File: config.mk
export PLATFORM = sky130hd
export DESIGN_NAME = periodic_task_dispatcher_unit_flat
export DESIGN_NICKNAME = d
export VERILOG_FILES = /design/src/rtl/core/ptd_pkg.sv /design/src/rtl/core/ptd_in_if.sv /design/src/rtl/core/ptd_out_if.sv /design/src/rtl/core/ptd_tick_counter.sv /design/src/rtl/core/ptd_slot_bank.sv /design/src/rtl/core/periodic_task_dispatcher_unit.sv /design/src/flat_wrapper.sv
export SDC_FILE = /design/constraint.sdc
export NUM_CORES = 1
export LEC_CHECK = 0
export BUFFER_PORTS_ARGS = -buffer_cell sky130_fd_sc_hd__buf_4
export CORE_UTILIZATION = 43
export DETAILED_ROUTE_END_ITERATION = 10
export PLACE_DENSITY_LB_ADDON = 0.2
export SLEW_MARGIN = 10
export SYNTH_ARGS = -nofsm -noshare
export SYNTH_HDL_FRONTEND = slang
export SYNTH_HIERARCHICAL = 1
export SYNTH_SLANG_ARGS = --single-unit
File: constraint.sdc
create_clock -name clk -period 8.7 [get_ports clk]
set_input_delay 2.61 -clock clk [delete_from_list [all_inputs] [get_ports clk]]
set_output_delay 2.61 -clock clk [all_outputs]
set_load 0.02 [all_outputs]
File: src/rtl/core/ptd_pkg.sv
package ptd_pkg;

  // Field widths of the request and result items
  localparam int unsigned REQ_W    = 2;
  localparam int unsigned SLOT_W   = 8;
  localparam int unsigned PERIOD_W = 8;
  localparam int unsigned COUNT_W  = 16;
  localparam int unsigned RELOAD_W = 8;
  localparam int unsigned MASK_W   = 8;
  localparam int unsigned CFG_W    = 16;

  // Request kinds
  typedef enum logic [REQ_W-1:0] {
    REQ_OVERFLOW   = 2'd0,
    REQ_CREATE     = 2'd1,
    REQ_SET_ACTIVE = 2'd2
  } req_type_t;

  // Configuration register indexes
  typedef enum logic {
    CFG_OVERFLOWS_PER_TICK = 1'b0,
    CFG_TIMER_RELOAD_VALUE = 1'b1
  } cfg_reg_t;

  // Decoded command for the slot table
  typedef struct packed {
    logic                tick;
    logic                create;
    logic                set_active;
    logic [SLOT_W-1:0]   slot;
    logic [PERIOD_W-1:0] period;
    logic [PERIOD_W-1:0] delay;
    logic                active;
  } slot_cmd_t;

endpackage

File: src/rtl/core/ptd_in_if.sv
interface ptd_in_if;
  logic                            valid;
  logic                            ready;
  logic [ptd_pkg::REQ_W-1:0]       req_type;
  logic [ptd_pkg::SLOT_W-1:0]      slot;
  logic [ptd_pkg::PERIOD_W-1:0]    task_period;
  logic [ptd_pkg::PERIOD_W-1:0]    first_delay;
  logic                            task_active;

  modport source (output valid, req_type, slot, task_period, first_delay, task_active,
                  input ready);
  modport sink   (input valid, req_type, slot, task_period, first_delay, task_active,
                  output ready);
endinterface

File: src/rtl/core/ptd_out_if.sv
interface ptd_out_if;
  logic                            valid;
  logic                            ready;
  logic [ptd_pkg::MASK_W-1:0]      fire_mask;
  logic                            timer_reload;
  logic [ptd_pkg::RELOAD_W-1:0]    reload_value;
  logic                            slot_error;

  modport source (output valid, fire_mask, timer_reload, reload_value, slot_error,
                  input ready);
  modport sink   (input valid, fire_mask, timer_reload, reload_value, slot_error,
                  output ready);
endinterface

File: src/rtl/core/ptd_tick_counter.sv
module ptd_tick_counter (
  input  logic                         clk,
  input  logic                         rst_n,
  input  logic                         overflow,
  input  logic [ptd_pkg::COUNT_W-1:0]  overflows_per_tick,
  output logic                         tick
);

  logic [ptd_pkg::COUNT_W-1:0] count_r;
  logic [ptd_pkg::COUNT_W-1:0] count_nxt;
  logic [ptd_pkg::COUNT_W-1:0] count_inc;

  // Count wraps mod 2^16; a tick when the incremented count matches
  assign count_inc = count_r + ptd_pkg::COUNT_W'(1);
  assign tick      = overflow && (count_inc == overflows_per_tick);

  always_comb begin
    count_nxt = count_r;
    if (tick) begin
      count_nxt = '0;
    end else if (overflow) begin
      count_nxt = count_inc;
    end
  end

  always_ff @(posedge clk) begin
    if (!rst_n) begin
      count_r <= '0;
    end else begin
      count_r <= count_nxt;
    end
  end

endmodule

File: src/rtl/core/ptd_slot_bank.sv
module ptd_slot_bank #(
  parameter int unsigned NUM_SLOTS = 8
) (
  input  logic                        clk,
  input  logic                        rst_n,
  input  logic                        cmd_vld,
  input  ptd_pkg::slot_cmd_t          cmd,
  output logic [ptd_pkg::MASK_W-1:0]  fire_mask
);

  logic [NUM_SLOTS-1:0]        present_r;
  logic [NUM_SLOTS-1:0]        active_r;
  logic [ptd_pkg::PERIOD_W-1:0] period_r    [NUM_SLOTS];
  logic [ptd_pkg::PERIOD_W-1:0] countdown_r [NUM_SLOTS];
  logic [NUM_SLOTS-1:0]        fire;

  for (genvar i = 0; i < NUM_SLOTS; i++) begin : g_slot
    logic hit;
    logic run;

    // One cell per slot: match, run on tick, update
    assign hit     = (cmd.slot == ptd_pkg::SLOT_W'(i));
    assign run     = cmd_vld && cmd.tick && present_r[i] && active_r[i];
    assign fire[i] = run && (countdown_r[i] == '0);

    always_ff @(posedge clk) begin
      if (!rst_n) begin
        present_r[i] <= 1'b0;
        active_r[i]  <= 1'b0;
      end else if (cmd_vld && hit && (cmd.create || cmd.set_active)) begin
        present_r[i] <= present_r[i] || cmd.create;
        active_r[i]  <= cmd.active;
      end
    end

    // Period and countdown: loaded by create, countdown reloaded on fire and decremented on run, no reset
    always_ff @(posedge clk) begin
      if (cmd_vld && hit && cmd.create) begin
        period_r[i]    <= cmd.period;
        countdown_r[i] <= cmd.delay;
      end else if (fire[i]) begin
        countdown_r[i] <= period_r[i];
      end else if (run) begin
        countdown_r[i] <= countdown_r[i] - ptd_pkg::PERIOD_W'(1);
      end
    end
  end

  // Only the low slots show in the mask
  for (genvar b = 0; b < ptd_pkg::MASK_W; b++) begin : g_mask
    if (b < NUM_SLOTS) begin : g_used
      assign fire_mask[b] = fire[b];
    end else begin : g_unused
      assign fire_mask[b] = 1'b0;
    end
  end

endmodule

File: src/rtl/core/periodic_task_dispatcher_unit.sv
// Periodic task dispatcher: time-triggered cooperative scheduler.
// in_chan carries one request per item: a timer overflow, a task creation
// in a slot, or a change of a slot's active flag. out_chan returns exactly
// one result per request: the mask of slots dispatched, the timer reload
// pulse with its value, and a flag for a slot index out of range.
// Registers are to be written through cfg_we/cfg_idx/cfg_wdata only while
// idle; the block does not enforce this. Index 0 overflows per tick, index 1 timer reload value.
// A request passes through one input register, then the decode and the
// parallel update of all slot cells, which feeds the result register.
// Throughput is one request per cycle while out_chan does not stall, set
// by the per-slot countdown cells all updating in the same cycle.
// When out_chan stalls, the result register holds and one more request is
// still taken into the input register; in_chan.ready then drops.
// Reset (synchronous, rst_n low) clears the overflow count, all present and
// active flags and both pipeline valids; configuration returns to one
// overflow per tick and a reload value of zero. No clearing pass is needed.
module periodic_task_dispatcher_unit #(
  parameter int unsigned NUM_SLOTS = 8
) (
  input  logic                          clk,
  input  logic                          rst_n,
  ptd_in_if.sink                        in_chan,
  ptd_out_if.source                     out_chan,
  input  logic                          cfg_we,
  input  logic                          cfg_idx,
  input  logic [ptd_pkg::CFG_W-1:0]     cfg_wdata
);

  // Configuration registers
  logic [ptd_pkg::COUNT_W-1:0]  ovf_per_tick_r;
  logic [ptd_pkg::RELOAD_W-1:0] reload_val_r;

  always_ff @(posedge clk) begin
    if (!rst_n) begin
      ovf_per_tick_r <= ptd_pkg::COUNT_W'(1);
      reload_val_r   <= '0;
    end else if (cfg_we) begin
      unique case (ptd_pkg::cfg_reg_t'(cfg_idx))
        ptd_pkg::CFG_OVERFLOWS_PER_TICK: ovf_per_tick_r <= cfg_wdata[ptd_pkg::COUNT_W-1:0];
        ptd_pkg::CFG_TIMER_RELOAD_VALUE: reload_val_r   <= cfg_wdata[ptd_pkg::RELOAD_W-1:0];
        default: ;
      endcase
    end
  end

  // Pipeline handshake
  logic in_vld_r;
  logic in_vld_nxt;
  logic out_vld_r;
  logic out_vld_nxt;
  logic advance;
  logic proc;
  logic accept;

  assign advance       = !out_vld_r || out_chan.ready;
  assign proc          = in_vld_r && advance;
  assign in_chan.ready = !in_vld_r || advance;
  assign accept        = in_chan.valid && in_chan.ready;

  always_comb begin
    in_vld_nxt = in_vld_r;
    if (accept) begin
      in_vld_nxt = 1'b1;
    end else if (proc) begin
      in_vld_nxt = 1'b0;
    end
    out_vld_nxt = out_vld_r;
    if (proc) begin
      out_vld_nxt = 1'b1;
    end else if (out_chan.ready) begin
      out_vld_nxt = 1'b0;
    end
  end

  always_ff @(posedge clk) begin
    if (!rst_n) begin
      in_vld_r  <= 1'b0;
      out_vld_r <= 1'b0;
    end else begin
      in_vld_r  <= in_vld_nxt;
      out_vld_r <= out_vld_nxt;
    end
  end

  // Input register
  logic [ptd_pkg::REQ_W-1:0]    req_r;
  logic [ptd_pkg::SLOT_W-1:0]   slot_r;
  logic [ptd_pkg::PERIOD_W-1:0] period_r;
  logic [ptd_pkg::PERIOD_W-1:0] delay_r;
  logic                         active_r;

  always_ff @(posedge clk) begin
    if (accept) begin
      req_r    <= in_chan.req_type;
      slot_r   <= in_chan.slot;
      period_r <= in_chan.task_period;
      delay_r  <= in_chan.first_delay;
      active_r <= in_chan.task_active;
    end
  end

  // Request decode
  logic is_ovf;
  logic is_slot_req;
  logic is_create;
  logic slot_ok;

  always_comb begin
    is_ovf      = 1'b0;
    is_slot_req = 1'b0;
    is_create   = 1'b0;
    unique case (ptd_pkg::req_type_t'(req_r))
      ptd_pkg::REQ_OVERFLOW:   is_ovf = 1'b1;
      ptd_pkg::REQ_CREATE: begin
        is_slot_req = 1'b1;
        is_create   = 1'b1;
      end
      ptd_pkg::REQ_SET_ACTIVE: is_slot_req = 1'b1;
      default: ;
    endcase
  end

  assign slot_ok = ({1'b0, slot_r} < (ptd_pkg::SLOT_W + 1)'(NUM_SLOTS));

  // Overflow counter
  logic tick;

  ptd_tick_counter u_tick (
    .clk                (clk),
    .rst_n              (rst_n),
    .overflow           (proc && is_ovf),
    .overflows_per_tick (ovf_per_tick_r),
    .tick               (tick)
  );

  // Slot table
  ptd_pkg::slot_cmd_t          cmd;
  logic [ptd_pkg::MASK_W-1:0]  fire_mask;

  always_comb begin
    cmd.tick       = tick;
    cmd.create     = is_create && slot_ok;
    cmd.set_active = is_slot_req && !is_create && slot_ok;
    cmd.slot       = slot_r;
    cmd.period     = period_r;
    cmd.delay      = delay_r;
    cmd.active     = active_r;
  end

  ptd_slot_bank #(
    .NUM_SLOTS (NUM_SLOTS)
  ) u_slots (
    .clk       (clk),
    .rst_n     (rst_n),
    .cmd_vld   (proc),
    .cmd       (cmd),
    .fire_mask (fire_mask)
  );

  // Result register
  logic [ptd_pkg::MASK_W-1:0]   mask_r;
  logic                         reload_r;
  logic [ptd_pkg::RELOAD_W-1:0] rvalue_r;
  logic                         err_r;

  always_ff @(posedge clk) begin
    if (proc) begin
      mask_r   <= fire_mask;
      reload_r <= tick;
      rvalue_r <= tick ? reload_val_r : '0;
      err_r    <= is_slot_req && !slot_ok;
    end
  end

  assign out_chan.valid        = out_vld_r;
  assign out_chan.fire_mask    = mask_r;
  assign out_chan.timer_reload = reload_r;
  assign out_chan.reload_value = rvalue_r;
  assign out_chan.slot_error   = err_r;

endmodule

File: src/flat_wrapper.sv
// flat-port wrapper written by rule: the top's interface ports become plain ports
module periodic_task_dispatcher_unit_flat 
#(
  parameter int unsigned NUM_SLOTS = 8
)
  (clk, rst_n, cfg_we, cfg_idx, cfg_wdata, in_chan_valid, in_chan_req_type, in_chan_slot, in_chan_task_period, in_chan_first_delay, in_chan_task_active, in_chan_ready, out_chan_valid, out_chan_fire_mask, out_chan_timer_reload, out_chan_reload_value, out_chan_slot_error, out_chan_ready);
  ptd_in_if in_chan_i ();
  ptd_out_if out_chan_i ();
  input  logic clk;
  input  logic rst_n;
  input  logic cfg_we;
  input  logic cfg_idx;
  input  logic [ptd_pkg::CFG_W-1:0] cfg_wdata;
  input wire logic [$bits(in_chan_i.valid)-1:0] in_chan_valid;
  input wire logic [$bits(in_chan_i.req_type)-1:0] in_chan_req_type;
  input wire logic [$bits(in_chan_i.slot)-1:0] in_chan_slot;
  input wire logic [$bits(in_chan_i.task_period)-1:0] in_chan_task_period;
  input wire logic [$bits(in_chan_i.first_delay)-1:0] in_chan_first_delay;
  input wire logic [$bits(in_chan_i.task_active)-1:0] in_chan_task_active;
  output wire logic [$bits(in_chan_i.ready)-1:0] in_chan_ready;
  output wire logic [$bits(out_chan_i.valid)-1:0] out_chan_valid;
  output wire logic [$bits(out_chan_i.fire_mask)-1:0] out_chan_fire_mask;
  output wire logic [$bits(out_chan_i.timer_reload)-1:0] out_chan_timer_reload;
  output wire logic [$bits(out_chan_i.reload_value)-1:0] out_chan_reload_value;
  output wire logic [$bits(out_chan_i.slot_error)-1:0] out_chan_slot_error;
  input wire logic [$bits(out_chan_i.ready)-1:0] out_chan_ready;
  assign in_chan_i.valid = in_chan_valid;
  assign in_chan_i.req_type = in_chan_req_type;
  assign in_chan_i.slot = in_chan_slot;
  assign in_chan_i.task_period = in_chan_task_period;
  assign in_chan_i.first_delay = in_chan_first_delay;
  assign in_chan_i.task_active = in_chan_task_active;
  assign in_chan_ready = in_chan_i.ready;
  assign out_chan_valid = out_chan_i.valid;
  assign out_chan_fire_mask = out_chan_i.fire_mask;
  assign out_chan_timer_reload = out_chan_i.timer_reload;
  assign out_chan_reload_value = out_chan_i.reload_value;
  assign out_chan_slot_error = out_chan_i.slot_error;
  assign out_chan_i.ready = out_chan_ready;
  periodic_task_dispatcher_unit #(.NUM_SLOTS(NUM_SLOTS)) u_core (.clk(clk), .rst_n(rst_n), .in_chan(in_chan_i), .out_chan(out_chan_i), .cfg_we(cfg_we), .cfg_idx(cfg_idx), .cfg_wdata(cfg_wdata));
endmodule
==> flow_summary.toml <==
[sta]
report.final.slew_viol_count = 0
setup_viol = 0
tightest_slew_ns = 1.24
finalClockSkew_ns = 0.0132
holdWs_ns = 0.459
slew_headroom = 0.165
fin_crit_sh = 0.730
finalWorstSetupSlack_ns = 2.35
period_minus_slack_ns = 6.35
rsz0062_at_grt = "false"
finalHoldViolCount = 0
setup_tns_ns = 0
fmax_ghz = 0.158

[clock_network]
post_cts_buffers = 0
clockBufferDepth = 3
cts-resized-gates = 0
clock_latency_ns = 0.52
numCtsBuffers = 26
cts_hold_buf = 0
root_buffer = "clkbuf_16"
cts_tree = "done"
h-tree-depth = 1
clkSlewWorstSetupHoldPaths_ns = 0.05
cts.sinks = 231

[pwr]
leakage_nw = 4.57
comb_power_share = 0.039
power_switching_mw = 0.500
switching_share = 0.209
pwr-share-clk = 0.447
seqPwrFrac = 0.514
power_density_mw_per_mm2 = 190
peakVddDrop_uv = 150
intPower_mw = 1.89

[floorplan]
rows = 58
die_h_um = 163
ios = 69
core_area_mm2 = 0.0253
start_util = 0.441
die_area_mm2 = 0.0266
die_x_um = 163

[finish]
finalNetCount = 1086
finalInstanceArea_mm2 = 0.0126
drive_gt1_frac = 0.157
area_growth_pct = 13.1
diodes = 0
multi_input_area_mm2 = 0.00437
seqCellArea_mm2 = 0.00636
nFillCells = 2250

[routing]
routedWlPerCell_um = 19.0
drc_errors = 0
wl_mm = 26.0
vias_per_cell = 5.50
antenna_left = 0
first_pass_iters = 5
vias = 7552
drtIter0Drc = 603

[hold_path]
worstHoldPathType = "reg2reg"
whs_path_depth = 2

[worst_setup_path]
reg2reg_depth = 12
worst-setup-path-type = "in2reg"
critPathCaptureType = "flip-flop"
worstPathMaxFanout = 36
start_kind = "input pin"
cp.arrival_ns = 6.47
cp.required_ns = 8.83

[global_route]
grt_antenna_before_repair = 0
grt_pass1_vias = 7207
grt_pass1_wl_mm = 40.7
grt_overflow = 0
grt_max_degree = 60
grt.total_usage = 0.200

[synth]
synth-warning-count = 6
synth-seq-cells = 231
ys_types = 64
avgSynthCellArea_um2 = 11.4
synth_top_cell_area_share = 0.466
synthTopCellsByArea = "edfxtp_1 (47%), dfxtp_1 (10%), nand2_1 (4.4%)"
ys.flop_type = "edfxtp_1"
synthArstFlopShare = 0
seq_area_frac_synth = 0.570
synth_area_mm2 = 0.0112
synth_cells = 980
syn_nets = 1042
synth_top_area_cell = "edfxtp_1"
synth-edff-count = 173

[outcome]
status = "finished clean"

[placement]
post-dp-hpwl_mm = 17.0
place.gp.congestion = 0.834
place_area_mm2 = 0.0118
io_buffer_count = 68
dp_slack_ns = 1.84

[flow_run]
drv_cap = 0
cell usage after synthesis, types with 15 or more instances:
cell type	count
xnor2_1	25
clkbuf_1	16
buf_2	16
o31ai_1	23
nand3_1	20
buf_4	16
nand4_1	15
a21oi_1	21
nand2_1	130
mux2i_1	22
o21ai_0	74
dfxtp_1	58
xor2_1	37
inv_1	26
edfxtp_1	173
nor2_1	55
or4_1	15
nor3_1	20
a21boi_1	15
cells by family after synthesis:
| family | synth area share |
|---|---|
| buffers and inverters | 0.0395 |
| AND/OR/NAND/NOR | 0.174 |
| AO/OA/AOI/OAI | 0.132 |
| multiplexers | 0.0218 |
| XOR/XNOR | 0.0487 |
| flip-flops | 0.570 |
| adder cells (fa/ha/maj) | 0.0146 |
flip-flops by register name, summed over array words and instances, names as in the netlist:
name / count
u_core/u_slots/countdown_r: 64
u_core/out_chan.valid: 1
u_core/u_slots/active_r: 8
u_core/out_chan.slot_error: 1
u_core/u_slots/present_r: 8
u_core/period_r: 8
u_core/out_chan.fire_mask: 8
u_core/req_r: 2
u_core/u_slots/period_r: 64
u_core/out_chan.timer_reload: 1
u_core/slot_r: 8
u_core/in_vld_r: 1
u_core/u_tick/count_r: 16
u_core/reload_val_r: 8
u_core/active_r: 1
u_core/out_chan.reload_value: 8
u_core/ovf_per_tick_r: 16
u_core/delay_r: 8
placed cells by master, fill, tap and decap left out, drive strengths merged, types with 6 or more instances in the layout:
master,instances
a21boi,23
a21o,6
a21oi,32
and2,21
and3,10
and4,10
buf,72
clkbuf,45
dfxtp,58
edfxtp,173
ha,13
inv,26
mux2i,22
nand2,131
nand2b,6
nand3,22
nand4,15
nor2,56
nor3,21
nor3b,8
o21a,10
o21ai,74
o31ai,31
o41ai,12
or2,10
or3,6
or4,24
or4b,10
xnor2,25
xor2,37
critical path, cell delays in order:
cell and delay [ns]:
buf_4 0.08, nor2b_1 0.08, nor2b_4 0.12, buf_4 0.42, and2_1 0.48, o2111ai_1 0.17
nor3_1 0.22, nand3_1 0.14, nor4_4 0.21, buf_4 0.29, and2_1 0.84, nand4_1 0.24
o21ai_0 0.52
power groups by stage:
stage	clock, mW	sequential (mW)	combinational, mW
after detailed placement	0	1.26	0.0933
after global routing	1.14	1.23	0.102
after floorplan	0	1.24	0.0587
after CTS	1.09	1.23	0.0937
after global placement	0	1.26	0.0915
final	1.07	1.23	0.0929
final timing paths:
| check | endpoint | slack (ns) | startpoint |
|---|---|---|---|
| worst min-delay path | u_core/reload_val_r[7]$_SDFFE_PN0P_ | 0.46 | u_core/reload_val_r[7]$_SDFFE_PN0P_ |
| worst min register to register | u_core/reload_val_r[7]$_SDFFE_PN0P_ | 0.46 | u_core/reload_val_r[7]$_SDFFE_PN0P_ |
| worst max register to register | u_core/u_slots/countdown_r[0][14]$_DFFE_PP_ | 4.12 | u_core/out_chan.valid$_SDFFE_PN0P_ |
| worst max-delay path | u_core/u_slots/countdown_r[0][14]$_DFFE_PP_ | 2.35 | out_chan_ready |
stage by stage:
| step | util | instances | total power [mW] |
|---|---|---|---|
| 4_1_cts | 0.498 | 1374 | 2.42 |
| 3_5_place_dp | 0.465 | 1326 | 1.35 |
| 5_1_grt | 0.498 | 1374 | 2.47 |
| 6_report | 0.498 | 1374 | 2.39 |
| 3_3_place_gp | 0.465 | 1326 | 1.35 |
| 2_1_floorplan | - | 980 | 1.30 |
routing by layer:
layer,part of all wire,GRT usage
met5,0,0
met4,0.017,0.0429
met3,0.048,0.0322
met2,0.48,0.332
met1,0.46,0.274
area by class of cell:
type,count,share of cell area
Tap cell,330,0.0327
Timing Repair Buffer,72,0.0428
Multi-Input combinational cell,667,0.346
Clock buffer,45,0.0637
Inverter,26,0.00773
Sequential cell,231,0.504
Clock inverter,3,0.00337
Power figures use the tool's default switching activity.
